$ cat src/sv/assert_macros.svh
// Assertion helpers shared by the RTL.
// ASSERT_AT checks a property at every rising clock edge, held off in reset.
// ASSERT_ALWAYS checks a plain condition at every rising clock edge, held off in reset.
`ifndef ASSERT_MACROS_SVH
`define ASSERT_MACROS_SVH

`ifndef SYNTHESIS

`define ASSERT_AT(lbl, clk, rst_n, prop, msg) \
    lbl: assert property (@(posedge clk) disable iff (!rst_n) prop) else $error(msg);

`define ASSERT_ALWAYS(lbl, clk, rst_n, cond, msg) \
    lbl: assert property (@(posedge clk) disable iff (!rst_n) (cond)) else $error(msg);

`else

`define ASSERT_AT(lbl, clk, rst_n, prop, msg)

`define ASSERT_ALWAYS(lbl, clk, rst_n, cond, msg)

`endif

`endif

$ cat src/sv/bfrm_pkg.sv
`timescale 1ns / 1ps
// -----------------------------------------------------------------------------
// Bounded FIFO with running mean: shared types and constants
// Word layouts of both channels, operation and status codes, sequencer states.
// -----------------------------------------------------------------------------
package bfrm_pkg;

    localparam int ID_W   = 10;
    localparam int RATE_W = 8;
    localparam int OCC_W  = 3;

    localparam logic OP_INSERT = 1'b0;
    localparam logic OP_REMOVE = 1'b1;

    localparam logic STATUS_OK    = 1'b0;
    localparam logic STATUS_EMPTY = 1'b1;

    typedef struct packed {
        logic              opcode;
        logic [ID_W-1:0]   entry_id;
        logic [RATE_W-1:0] capture_rate;
    } t_in_word;

    typedef struct packed {
        logic              status;
        logic              evicted;
        logic [ID_W-1:0]   removed_id;
        logic [RATE_W-1:0] removed_rate;
        logic [OCC_W-1:0]  occupancy;
        logic [RATE_W-1:0] mean_rate;
    } t_out_word;

    typedef enum logic [1:0] {
        ST_IDLE,
        ST_UPDATE,
        ST_DIVIDE
    } t_state;

endpackage

$ cat src/sv/bounded_fifo_with_running_mean_top.sv
`timescale 1ns / 1ps
// -----------------------------------------------------------------------------
// Bounded FIFO with running mean
// Ring store of up to DEPTH id/rate entries that drops its oldest entry when an
// insert finds it full, answering every word with occupancy and rounded mean.
//
//   channel  | valid        | stall        | word
//   ---------+--------------+--------------+-------------
//   input    | i_in_valid   | o_in_stall   | i_in_word
//   output   | o_out_valid  | i_out_stall  | o_out_word
//
// A word is accepted in the idle cycle, which also reads the oldest entry from
// the ring memory; the next cycle updates count and sum and writes an inserted
// entry at the tail, and the one after forms the mean by reciprocal multiply
// and loads the result register. One word is in flight at a time, so no new
// word is taken until the result register is loaded; a stalled result holds
// the block in its last cycle until the result register frees.
// Reset clears pointers, count and sum at once; the memory needs no clearing.
// -----------------------------------------------------------------------------
`include "assert_macros.svh"

module bounded_fifo_with_running_mean_top #(
    parameter int DEPTH   = 5,
    parameter int ID_BITS = 10
) (
    input  logic                  i_clk,
    input  logic                  i_rst_n,
    input  logic                  i_in_valid,
    output logic                  o_in_stall,
    input  bfrm_pkg::t_in_word    i_in_word,
    output logic                  o_out_valid,
    input  logic                  i_out_stall,
    output bfrm_pkg::t_out_word   o_out_word
);

    localparam int CNT_W  = $clog2(DEPTH + 1);
    localparam int PTR_W  = (DEPTH > 1) ? $clog2(DEPTH) : 1;
    localparam int SUM_W  = bfrm_pkg::RATE_W + CNT_W;
    localparam int NUM_W  = $clog2(511 * DEPTH + 1);
    // Reciprocal scale chosen so that 2^K exceeds numerator times divisor.
    localparam int K      = $clog2(1022 * DEPTH * DEPTH) + 1;
    localparam int PROD_W = NUM_W + K;
    localparam int IDX_W  = (ID_BITS > bfrm_pkg::ID_W) ? ID_BITS : bfrm_pkg::ID_W;
    localparam int ENT_W  = ID_BITS + bfrm_pkg::RATE_W;

    localparam logic [PTR_W-1:0] LAST_SLOT = PTR_W'(DEPTH - 1);
    localparam logic [CNT_W-1:0] FULL_CNT  = CNT_W'(DEPTH);

    // ---------------------------------------------------------------- tables
    logic [K-1:0] w_recip [0:2**CNT_W-1];

    for (genvar g = 0; g < 2**CNT_W; g++) begin : g_recip
        if (g == 0 || g > DEPTH) begin : g_zero
            assign w_recip[g] = '0;
        end else begin : g_val
            localparam logic [K:0] RC =
                (K+1)'(((64'd1 << K) + 64'(2 * g) - 64'd1) / 64'(2 * g));
            assign w_recip[g] = RC[K-1:0];
        end
    end

    // ---------------------------------------------------------------- state
    bfrm_pkg::t_state     r_state, n_state;
    logic [PTR_W-1:0]     r_head, n_head;
    logic [PTR_W-1:0]     r_tail, n_tail;
    logic [CNT_W-1:0]     r_count, n_count;
    logic [SUM_W-1:0]     r_sum, n_sum;
    logic                 r_out_valid;

    bfrm_pkg::t_in_word   r_in;
    logic [ENT_W-1:0]     r_rd;
    logic [NUM_W-1:0]     r_num, n_num;
    logic [K-1:0]         r_recip;
    logic                 r_status, n_status;
    logic                 r_evicted, n_evicted;
    logic [bfrm_pkg::ID_W-1:0]   r_rem_id, n_rem_id;
    logic [bfrm_pkg::RATE_W-1:0] r_rem_rate, n_rem_rate;
    bfrm_pkg::t_out_word  r_out;

    logic [ENT_W-1:0]     mem [0:DEPTH-1];

    logic                 w_accept;
    logic                 w_out_free;
    logic                 w_load_out;
    logic                 w_push;
    logic                 w_pop;
    logic [IDX_W-1:0]     w_in_id_ext;
    logic [IDX_W-1:0]     w_rd_id_ext;
    logic [ID_BITS-1:0]   w_rd_id;
    logic [bfrm_pkg::RATE_W-1:0] w_rd_rate;
    logic [PROD_W-1:0]    w_prod;

    assign w_out_free  = !r_out_valid || !i_out_stall;
    assign o_in_stall  = (r_state != bfrm_pkg::ST_IDLE);
    assign w_accept    = i_in_valid && (r_state == bfrm_pkg::ST_IDLE);
    assign w_in_id_ext = IDX_W'(r_in.entry_id);
    assign w_rd_id     = r_rd[ENT_W-1 -: ID_BITS];
    assign w_rd_rate   = r_rd[bfrm_pkg::RATE_W-1:0];
    assign w_rd_id_ext = IDX_W'(w_rd_id);
    assign w_prod      = PROD_W'(r_num) * PROD_W'(r_recip);

    // ---------------------------------------------------------------- sequencer
    always_comb begin
        n_state    = r_state;
        n_head     = r_head;
        n_tail     = r_tail;
        n_count    = r_count;
        n_sum      = r_sum;
        n_num      = r_num;
        n_status   = r_status;
        n_evicted  = r_evicted;
        n_rem_id   = r_rem_id;
        n_rem_rate = r_rem_rate;
        w_push     = 1'b0;
        w_pop      = 1'b0;
        w_load_out = 1'b0;

        case (r_state)
            bfrm_pkg::ST_IDLE: begin
                if (i_in_valid) begin
                    n_state = bfrm_pkg::ST_UPDATE;
                end
            end
            bfrm_pkg::ST_UPDATE: begin
                w_push = (r_in.opcode == bfrm_pkg::OP_INSERT);
                // A remove pops a non-empty store; an insert pops only when full.
                w_pop  = w_push ? (r_count == FULL_CNT) : (r_count != '0);

                if (w_pop) begin
                    n_head     = (r_head == LAST_SLOT) ? '0 : r_head + 1'b1;
                    n_rem_id   = w_rd_id_ext[bfrm_pkg::ID_W-1:0];
                    n_rem_rate = w_rd_rate;
                end else begin
                    n_rem_id   = '0;
                    n_rem_rate = '0;
                end
                if (w_push) begin
                    n_tail = (r_tail == LAST_SLOT) ? '0 : r_tail + 1'b1;
                end

                n_count = r_count - CNT_W'(w_pop) + CNT_W'(w_push);
                n_sum   = r_sum
                        - (w_pop  ? SUM_W'(w_rd_rate)          : '0)
                        + (w_push ? SUM_W'(r_in.capture_rate) : '0);
                n_num   = NUM_W'({n_sum, 1'b0}) + NUM_W'(n_count);

                n_status  = (!w_push && r_count == '0) ? bfrm_pkg::STATUS_EMPTY
                                                        : bfrm_pkg::STATUS_OK;
                n_evicted = w_push && w_pop;
                n_state   = bfrm_pkg::ST_DIVIDE;
            end
            bfrm_pkg::ST_DIVIDE: begin
                if (w_out_free) begin
                    w_load_out = 1'b1;
                    n_state    = bfrm_pkg::ST_IDLE;
                end
            end
            default: begin
                n_state = bfrm_pkg::ST_IDLE;
            end
        endcase
    end

    always_ff @(posedge i_clk) begin
        if (!i_rst_n) begin
            r_state     <= bfrm_pkg::ST_IDLE;
            r_head      <= '0;
            r_tail      <= '0;
            r_count     <= '0;
            r_sum       <= '0;
            r_out_valid <= 1'b0;
        end else begin
            r_state <= n_state;
            r_head  <= n_head;
            r_tail  <= n_tail;
            r_count <= n_count;
            r_sum   <= n_sum;
            if (w_load_out) begin
                r_out_valid <= 1'b1;
            end else if (!i_out_stall) begin
                r_out_valid <= 1'b0;
            end
        end
    end

    // ---------------------------------------------------------------- datapath
    always_ff @(posedge i_clk) begin
        if (w_accept) begin
            r_in <= i_in_word;
        end
        r_num      <= n_num;
        r_status   <= n_status;
        r_evicted  <= n_evicted;
        r_rem_id   <= n_rem_id;
        r_rem_rate <= n_rem_rate;
        if (r_state == bfrm_pkg::ST_UPDATE) begin
            r_recip <= w_recip[n_count];
        end
        if (w_load_out) begin
            r_out.status       <= r_status;
            r_out.evicted      <= r_evicted;
            r_out.removed_id   <= r_rem_id;
            r_out.removed_rate <= r_rem_rate;
            r_out.occupancy    <= bfrm_pkg::OCC_W'(r_count);
            r_out.mean_rate    <= w_prod[K +: bfrm_pkg::RATE_W];
        end
    end

    // The oldest entry is read as the word is accepted; the write-back at the
    // tail lands in the next cycle, before any following word can read.
    always_ff @(posedge i_clk) begin
        if (w_accept) begin
            r_rd <= mem[r_head];
        end
        if (w_push) begin
            mem[r_tail] <= {w_in_id_ext[ID_BITS-1:0], r_in.capture_rate};
        end
    end

    assign o_out_valid = r_out_valid;
    assign o_out_word  = r_out;

    // ---------------------------------------------------------------- checks
    `ASSERT_ALWAYS(a_count_bound, i_clk, i_rst_n, r_count <= FULL_CNT, "count above depth")
    `ASSERT_ALWAYS(a_sum_bound, i_clk, i_rst_n, 32'(r_sum) <= 32'(r_count) * 32'd255, "sum too big")
    `ASSERT_AT(a_result_out, i_clk, i_rst_n, w_load_out |=> o_out_valid, "result not shown")
    `ASSERT_AT(a_empty_sum, i_clk, i_rst_n, r_count == '0 |-> r_sum == '0, "empty with sum")
    `ASSERT_AT(a_empty_ptr, i_clk, i_rst_n, r_count == '0 |-> r_head == r_tail, "pointers apart")

endmodule

$ cat config.mk
export PLATFORM = sky130hd
export DESIGN_NAME = bounded_fifo_with_running_mean_top
export DESIGN_NICKNAME = d
export VERILOG_FILES = /design/src/sv/bfrm_pkg.sv /design/src/sv/bounded_fifo_with_running_mean_top.sv
export VERILOG_INCLUDE_DIRS = /design/src /design/src/sv
export SDC_FILE = /design/constraint.sdc
export NUM_CORES = 1
export LEC_CHECK = 0
export BUFFER_PORTS_ARGS = -buffer_cell sky130_fd_sc_hd__buf_2
export CAP_MARGIN = 20
export CORE_ASPECT_RATIO = 1.1
export CORE_MARGIN = 1
export CORE_UTILIZATION = 25
export DETAILED_ROUTE_END_ITERATION = 7
export PLACE_DENSITY = 0.41
export SLEW_MARGIN = 20
export SYNTH_ARGS = -nofsm -noshare
export SYNTH_HDL_FRONTEND = slang
export SYNTH_SLANG_ARGS = --single-unit
$ cat constraint.sdc
create_clock -name i_clk -period 9.5 [get_ports i_clk]
set_input_delay 0.95 -clock i_clk [delete_from_list [all_inputs] [get_ports i_clk]]
set_output_delay 0.95 -clock i_clk [all_outputs]
set_load 0.1 [all_outputs]
=== Word level (Yosys, flattened, before mapping) ===
Memory sizes are Yosys's and may differ from the RTL's. A register that Yosys moved wholly into a read port is not among the register bits.
Cells that the tools add are included.

* Register bits: 105
* RAM bits: 90
* Bits in read-only memories: 128
* Bits of input ports: 23
* Output and inout bits: 33
* Logic and storage cells: 70
* Memories kept: 2

* $add $sub $neg: 7
* Multiply operators: 1
* Eq/ne operators: 8
* Muxes and demuxes: 17
* Bitwise logic cells: 2
* Reduce and logical (&&, ||, !) cells: 13

{| class="wikitable"
|+ Memories
! memory !! depth !! width !! read ports !! clocked after Yosys merged registers in !! wr ports !! line !! RTL
|-
| (no name shown) || 8 || 16 || 1 || 1 || 0 || bounded_fifo_with_running_mean_top.sv:197 || <nowiki>r_recip <= w_recip[n_count];</nowiki>
|-
| mem || 5 || 18 || 1 || 1 || 1 || bounded_fifo_with_running_mean_top.sv:80 || <nowiki>logic [ENT_W-1:0] mem [0:DEPTH-1];</nowiki>
|}

{| class="wikitable"
|+ Operator list
! operator !! count
|-
| $mul 12x16->24 || 1
|-
| $mux 8 || 2
|-
| $add 12x3->12 || 1
|-
| $add 11x8->11 || 1
|-
| $sub 11x8->11 || 1
|-
| $eq 3x3->1 const B || 3
|-
| $mux 1 || 9
|-
| $mux 3 || 3
|-
| $add 3x1->3 const B || 2
|-
| $pmux 2 s3 || 1
|-
| $reduce_and 2->1 || 3
|-
| $mux 2 || 2
|-
| $ne 2x2->1 const B || 2
|-
| $not 3->4 || 1
|-
| $add 3x1->3 || 1
|-
| $logic_and 1x1->1 || 3
|-
| $logic_not 3->1 || 1
|-
| $reduce_bool 3->1 || 1
|-
| $sub 3x1->3 || 1
|-
| $eq 2x1->1 const B || 1
|-
| $eq 2x2->1 const B || 1
|-
| $logic_not 1->1 || 2
|-
| $logic_not 2->1 || 1
|-
| $ne 2x1->1 const B || 1
|-
| 3 further kinds || 3
|}

=== Longest topological paths before layout ===
* Depth after elaboration: 6
* Gate-level depth with buffers: 19

=== Worst setup path before layout ===
OpenSTA, ideal clock, no wires.

* Path kind: flip-flop to flip-flop
* Start: register r_recip[12]
* End: register r_out (netlist bit o_out_word[4]) (data pin)
* Arrival time: 4.793 ns
* Path slack: 4.527 ns
* Stages on the path, launching flop included: 17
* Path buffers: 1
* Clock period less this slack: 4.973 ns
* Cells stage by stage: edfxtp_1 clkbuf_1 and2_1 fa_1 fa_1 fa_1 fa_1 inv_1 fa_1 inv_1 ha_1 a21o_1 or2_2 nor2b_1 o211ai_1 a2111o_1 o311ai_1

* Cells in the longest elaborated chain, start to end: 1

{| class="wikitable"
|+ RTL lines
! what !! line !! RTL
|-
| from (decl) || bounded_fifo_with_running_mean_top.sv:73 || <nowiki>logic [K-1:0] r_recip;</nowiki>
|-
| $mul 12x16->24 || bounded_fifo_with_running_mean_top.sv:100 || <nowiki>assign w_prod = PROD_W'(r_num) * PROD_W'(r_recip);</nowiki>
|-
| net w_prod[20] || bounded_fifo_with_running_mean_top.sv:91 || <nowiki>logic [PROD_W-1:0] w_prod;</nowiki>
|-
| to (decl) || bounded_fifo_with_running_mean_top.sv:78 || <nowiki>bfrm_pkg::t_out_word r_out;</nowiki>
|}

The timed path passes the listed nets, and every way through them passes these cells.
A chain may end at the register's enable or synchronous reset.

=== Worst setup path after layout ===
* Start: register r_recip[9]
* End: register r_out (netlist bit o_out_word[7]) (data pin)

Same word-level chain as after synthesis.

==> run_results.csv <==
group,metric,value,unit
logic_synthesis,seq_area_frac_synth,48.1,%
logic_synthesis,synthMuxAreaShare,4.92,%
logic_synthesis,async_flop_share,0,%
placement,globalplace.congestion,0.817,
setup_path,cp_data_required_time,9.79,ns
detailed_routing,first_pass_iters,4,
timing,hold_violations,0,
power_and_ir_drop,pwr-share-clk,22.9,%
clock_network,cts_buffer_depth,3,
layout,layout.nets,1308,
flow_run,drv_cap,0,
timing,setup_ws,4.21,ns
clock_network,cts_buffers,25,
min_path,worstHoldStart,"r_rem_id[3]",
global_routing,grt.total_usage,11.4,%
outcome,status,"completed",
clock_network,tritoncts,"yes",
layout,diodes,0,
timing,relSlewSlack,56.0,%
floorplanning,pin_count,56,
setup_path,worstRegToRegCells,17,
timing,fmaxAchievable,189,MHz
power_and_ir_drop,p_total,3.97,mW
detailed_routing,drt-total-wl,30.0,mm
global_routing,grt_pass1_wl,47.5,mm
logic_synthesis,avgSynthCellArea,12.9,sq um
power_and_ir_drop,power_frac_seq,30.1,%
logic_synthesis,synth_seq_cells,219,
logic_synthesis,synth_top_family_by_area,"adder cells",
timing,setup_violations,0,
min_path,hold_path_depth,0,
setup_path,timing.rr.start,"r_recip[9]",
clock_network,cts_hold_buffers,0,
clock_network,post_cts_buffers,0,
logic_synthesis,synth-xor-area-share,2.18,%
logic_synthesis,yosys_warnings,0,
detailed_routing,vias_per_cell,4.18,
layout,fin_cells,1783,
power_and_ir_drop,p_comb_share,46.9,%
logic_synthesis,synth_edf_count,196,
global_routing,antenna_found_initial,0,
clock_network,clock-root-buffer,"clkbuf_16",
setup_path,rrSetupSlack,4.21,ns
logic_synthesis,netlist_area,13200,sq um
timing,worst_pin_slew,0.655,ns
setup_path,path_max_fanout,13,
placement,dp.cells,1739,
setup_path,startpoint_type,"register",
timing,slew_viol_final,0,
power_and_ir_drop,peakVddDrop,0.136,mV
timing,finalClockSkew,0.0252,ns
detailed_routing,antenna_left,0,
timing,setup-tns-final,0,ns
logic_synthesis,syn-instance-count,1024,
logic_synthesis,synthSimpleGateAreaFrac,9.34,%
placement,place_ws,4.21,ns
timing,rsz0062_at_grt,"false",
timing,min_period,5.29,ns
global_routing,grt_pass1_vias,8033,
clock_network,cts.htree.levels,1,
setup_path,arrival,5.58,ns
layout,drive_above_1_share,14.9,%
detailed_routing,via_count,7457,
power_and_ir_drop,p_sw,1.55,mW
power_and_ir_drop,sw_frac_of_total,39.1,%
logic_synthesis,synth_compound_area_share,5.55,%
setup_path,reg2reg_to,"o_out_word[7]",
clock_network,clock_latency,0.54,ns
timing,period_share,55.7,%
setup_path,critPathCaptureType,"register",
layout,area_growth,14.8,%
floorplanning,die_w,221,microns
power_and_ir_drop,p_int,2.42,mW
global_routing,grt_max_degree,49,
power_and_ir_drop,p_leak,6.05,nW
setup_path,path_class,"reg -> reg",
floorplanning,rows,87,
logic_synthesis,dominantRegCellSynth,"edfxtp_1",
clock_network,post_cts_resized,0,
floorplanning,die_y,243,microns
clock_network,cts_num_sinks,219,
detailed_routing,drtIter0Drc,310,
logic_synthesis,synth_cell_type_count,69,
detailed_routing,drc_errors,0,
placement,portBuffers,55,
floorplanning,dieArea,53700,sq um
placement,place_hpwl,22.2,mm
logic_synthesis,synth_fp_nets,1233,
placement,place_area,14400,sq um
detailed_routing,post_drt_wl_per_cell,16.8,microns
global_routing,grt_overflow,0,
floorplanning,core_area,51700,sq um
floorplanning,initial_utilization,25.5,%
layout,finalInstanceArea,15100,sq um
clock_network,path_clk_slew,0.06,ns
min_path,whs_endpoint,"o_out_word[22]",
min_path,hold_class,"reg -> reg",
power_and_ir_drop,power_density,262,nW/um^2
logic_synthesis,synth_fa_ha_area_share,23.4,%
[worst max-delay path: stages (launching register included)]
cell and delay, ns:
edfxtp_1 0.52, and2_1 0.27, fa_1 0.54, inv_1 0.05
fa_1 0.49, fa_1 0.51, inv_1 0.06, fa_1 0.52
inv_1 0.05, fa_1 0.53, inv_1 0.04, ha_1 0.32
and4_1 0.23, nand2_1 0.06, a21oi_1 0.19, a22oi_1 0.18
a221oi_1 0.35, xnor2_1 0.10
[final cells by class]
| cell class | count | area (sq um) |
|---|---|---|
| repair buffers | 71 | 395 |
| multi-input cells | 578 | 6040 |
| inverters | 204 | 766 |
| well taps | 667 | 835 |
| fillers | 5229 | 36600 |
| clock inverters | 12 | 108 |
| clock buffers | 32 | 652 |
| flip-flops and latches | 219 | 6350 |
[routing by layer]
metal | global-route usage [%] | vias up | wire length (microns)
met5 | 0 | - | 0
met1 | 14.4 | 3709 | 13400
met2 | 20.6 | 102 | 15200
met4 | 2.98 | 0 | 631
met3 | 1.43 | 36 | 760
li1 | - | 3610 | -
[registers in the layout, summed over array words and instances (netlist names), 6 cells and up]
| register | count |
|---|---|
| r_recip | 6 |
| o_out_word | 31 |
| r_rem_rate | 8 |
| r_sum | 11 |
| r_num | 12 |
| w_in_id_ext | 10 |
| r_in | 9 |
| r_rd | 18 |
| r_rem_id | 10 |
| mem | 90 |
[power by group through the flow]
| stage | Clock (mW) | Combinational, mW | Sequential (mW) |
|---|---|---|---|
| 6_report | 0.910 | 1.86 | 1.20 |
| 3_3_place_gp | 0 | 1.89 | 1.22 |
| 4_1_cts | 0.946 | 1.90 | 1.20 |
| 3_5_place_dp | 0 | 1.89 | 1.22 |
| 5_1_grt | 0.980 | 2.14 | 1.20 |
| 2_1_floorplan | 0 | 1.35 | 1.29 |
[synth_stat cells, types with 4 or more instances]
master,n,area (sq um)
a211oi_1,4,30.0
a21boi_0,9,67.6
a21o_1,10,75.1
a21oi_1,27,135
a31oi_1,5,31.3
and2_1,84,526
clkbuf_1,19,71.3
dfxtp_1,23,460
edfxtp_1,196,5890
fa_1,102,2040
ha_1,84,1050
inv_1,203,762
mux2_2,19,214
mux4_2,18,405
nand2_1,45,169
nand2b_1,14,87.6
nand3_1,5,25.0
nor2_1,19,71.3
nor2b_1,10,62.6
nor3b_1,6,45.0
nor4_1,6,37.5
o21ai_0,20,100
xnor2_1,23,201
xor2_1,8,70.1
[logic make-up (layout without fill, tap and decap cells)]
logic type,Yosys count,in the layout
multiplexers,40,40
adder cells (fa/ha/maj),186,186
buffers and inverters,227,319
AO/OA/AOI/OAI,105,105
XOR/XNOR,32,32
flip-flops,219,219
AND/OR/NAND/NOR,215,215
[layout by cell type (no fill, tap or decap), types with 6 or more instances in the layout]
master and n:
buf_2 55, clkbuf_16 25, fa_1 102, dfxtp_1 23
clkbuf_1 7, nand2_1 45, o21ai_0 20, mux4_2 18
buf_4 16, and2_1 84, xnor2_1 23, inv_1 202
nand2b_1 14, a21oi_1 26, a21o_1 10, nor2_1 18
mux2_2 19, ha_1 84, nor3b_1 6, edfxtp_1 196
nor2b_1 10, xor2_1 8, a21boi_0 9
[worst max-delay path by stage]
stage | start | end | cells after the start
after floorplan | r_recip[12] | o_out_word[4] | 16
after global placement | r_recip[9] | o_out_word[6] | 15
after detailed placement | r_recip[12] | o_out_word[7] | 15
after CTS | r_recip[9] | o_out_word[6] | 15
after global routing | r_recip[9] | o_out_word[7] | 17
final | r_recip[9] | o_out_word[7] | 17
[per-stage QoR]
stage                     utilization [%]  hold WS [ns]
after floorplan                         -         0.400
after global placement               27.8         0.405
after detailed placement             27.8         0.405
after CTS                            29.3         0.416
after global routing                 29.3         0.423
final                                29.3         0.414
(Power assumes the default switching activity.)
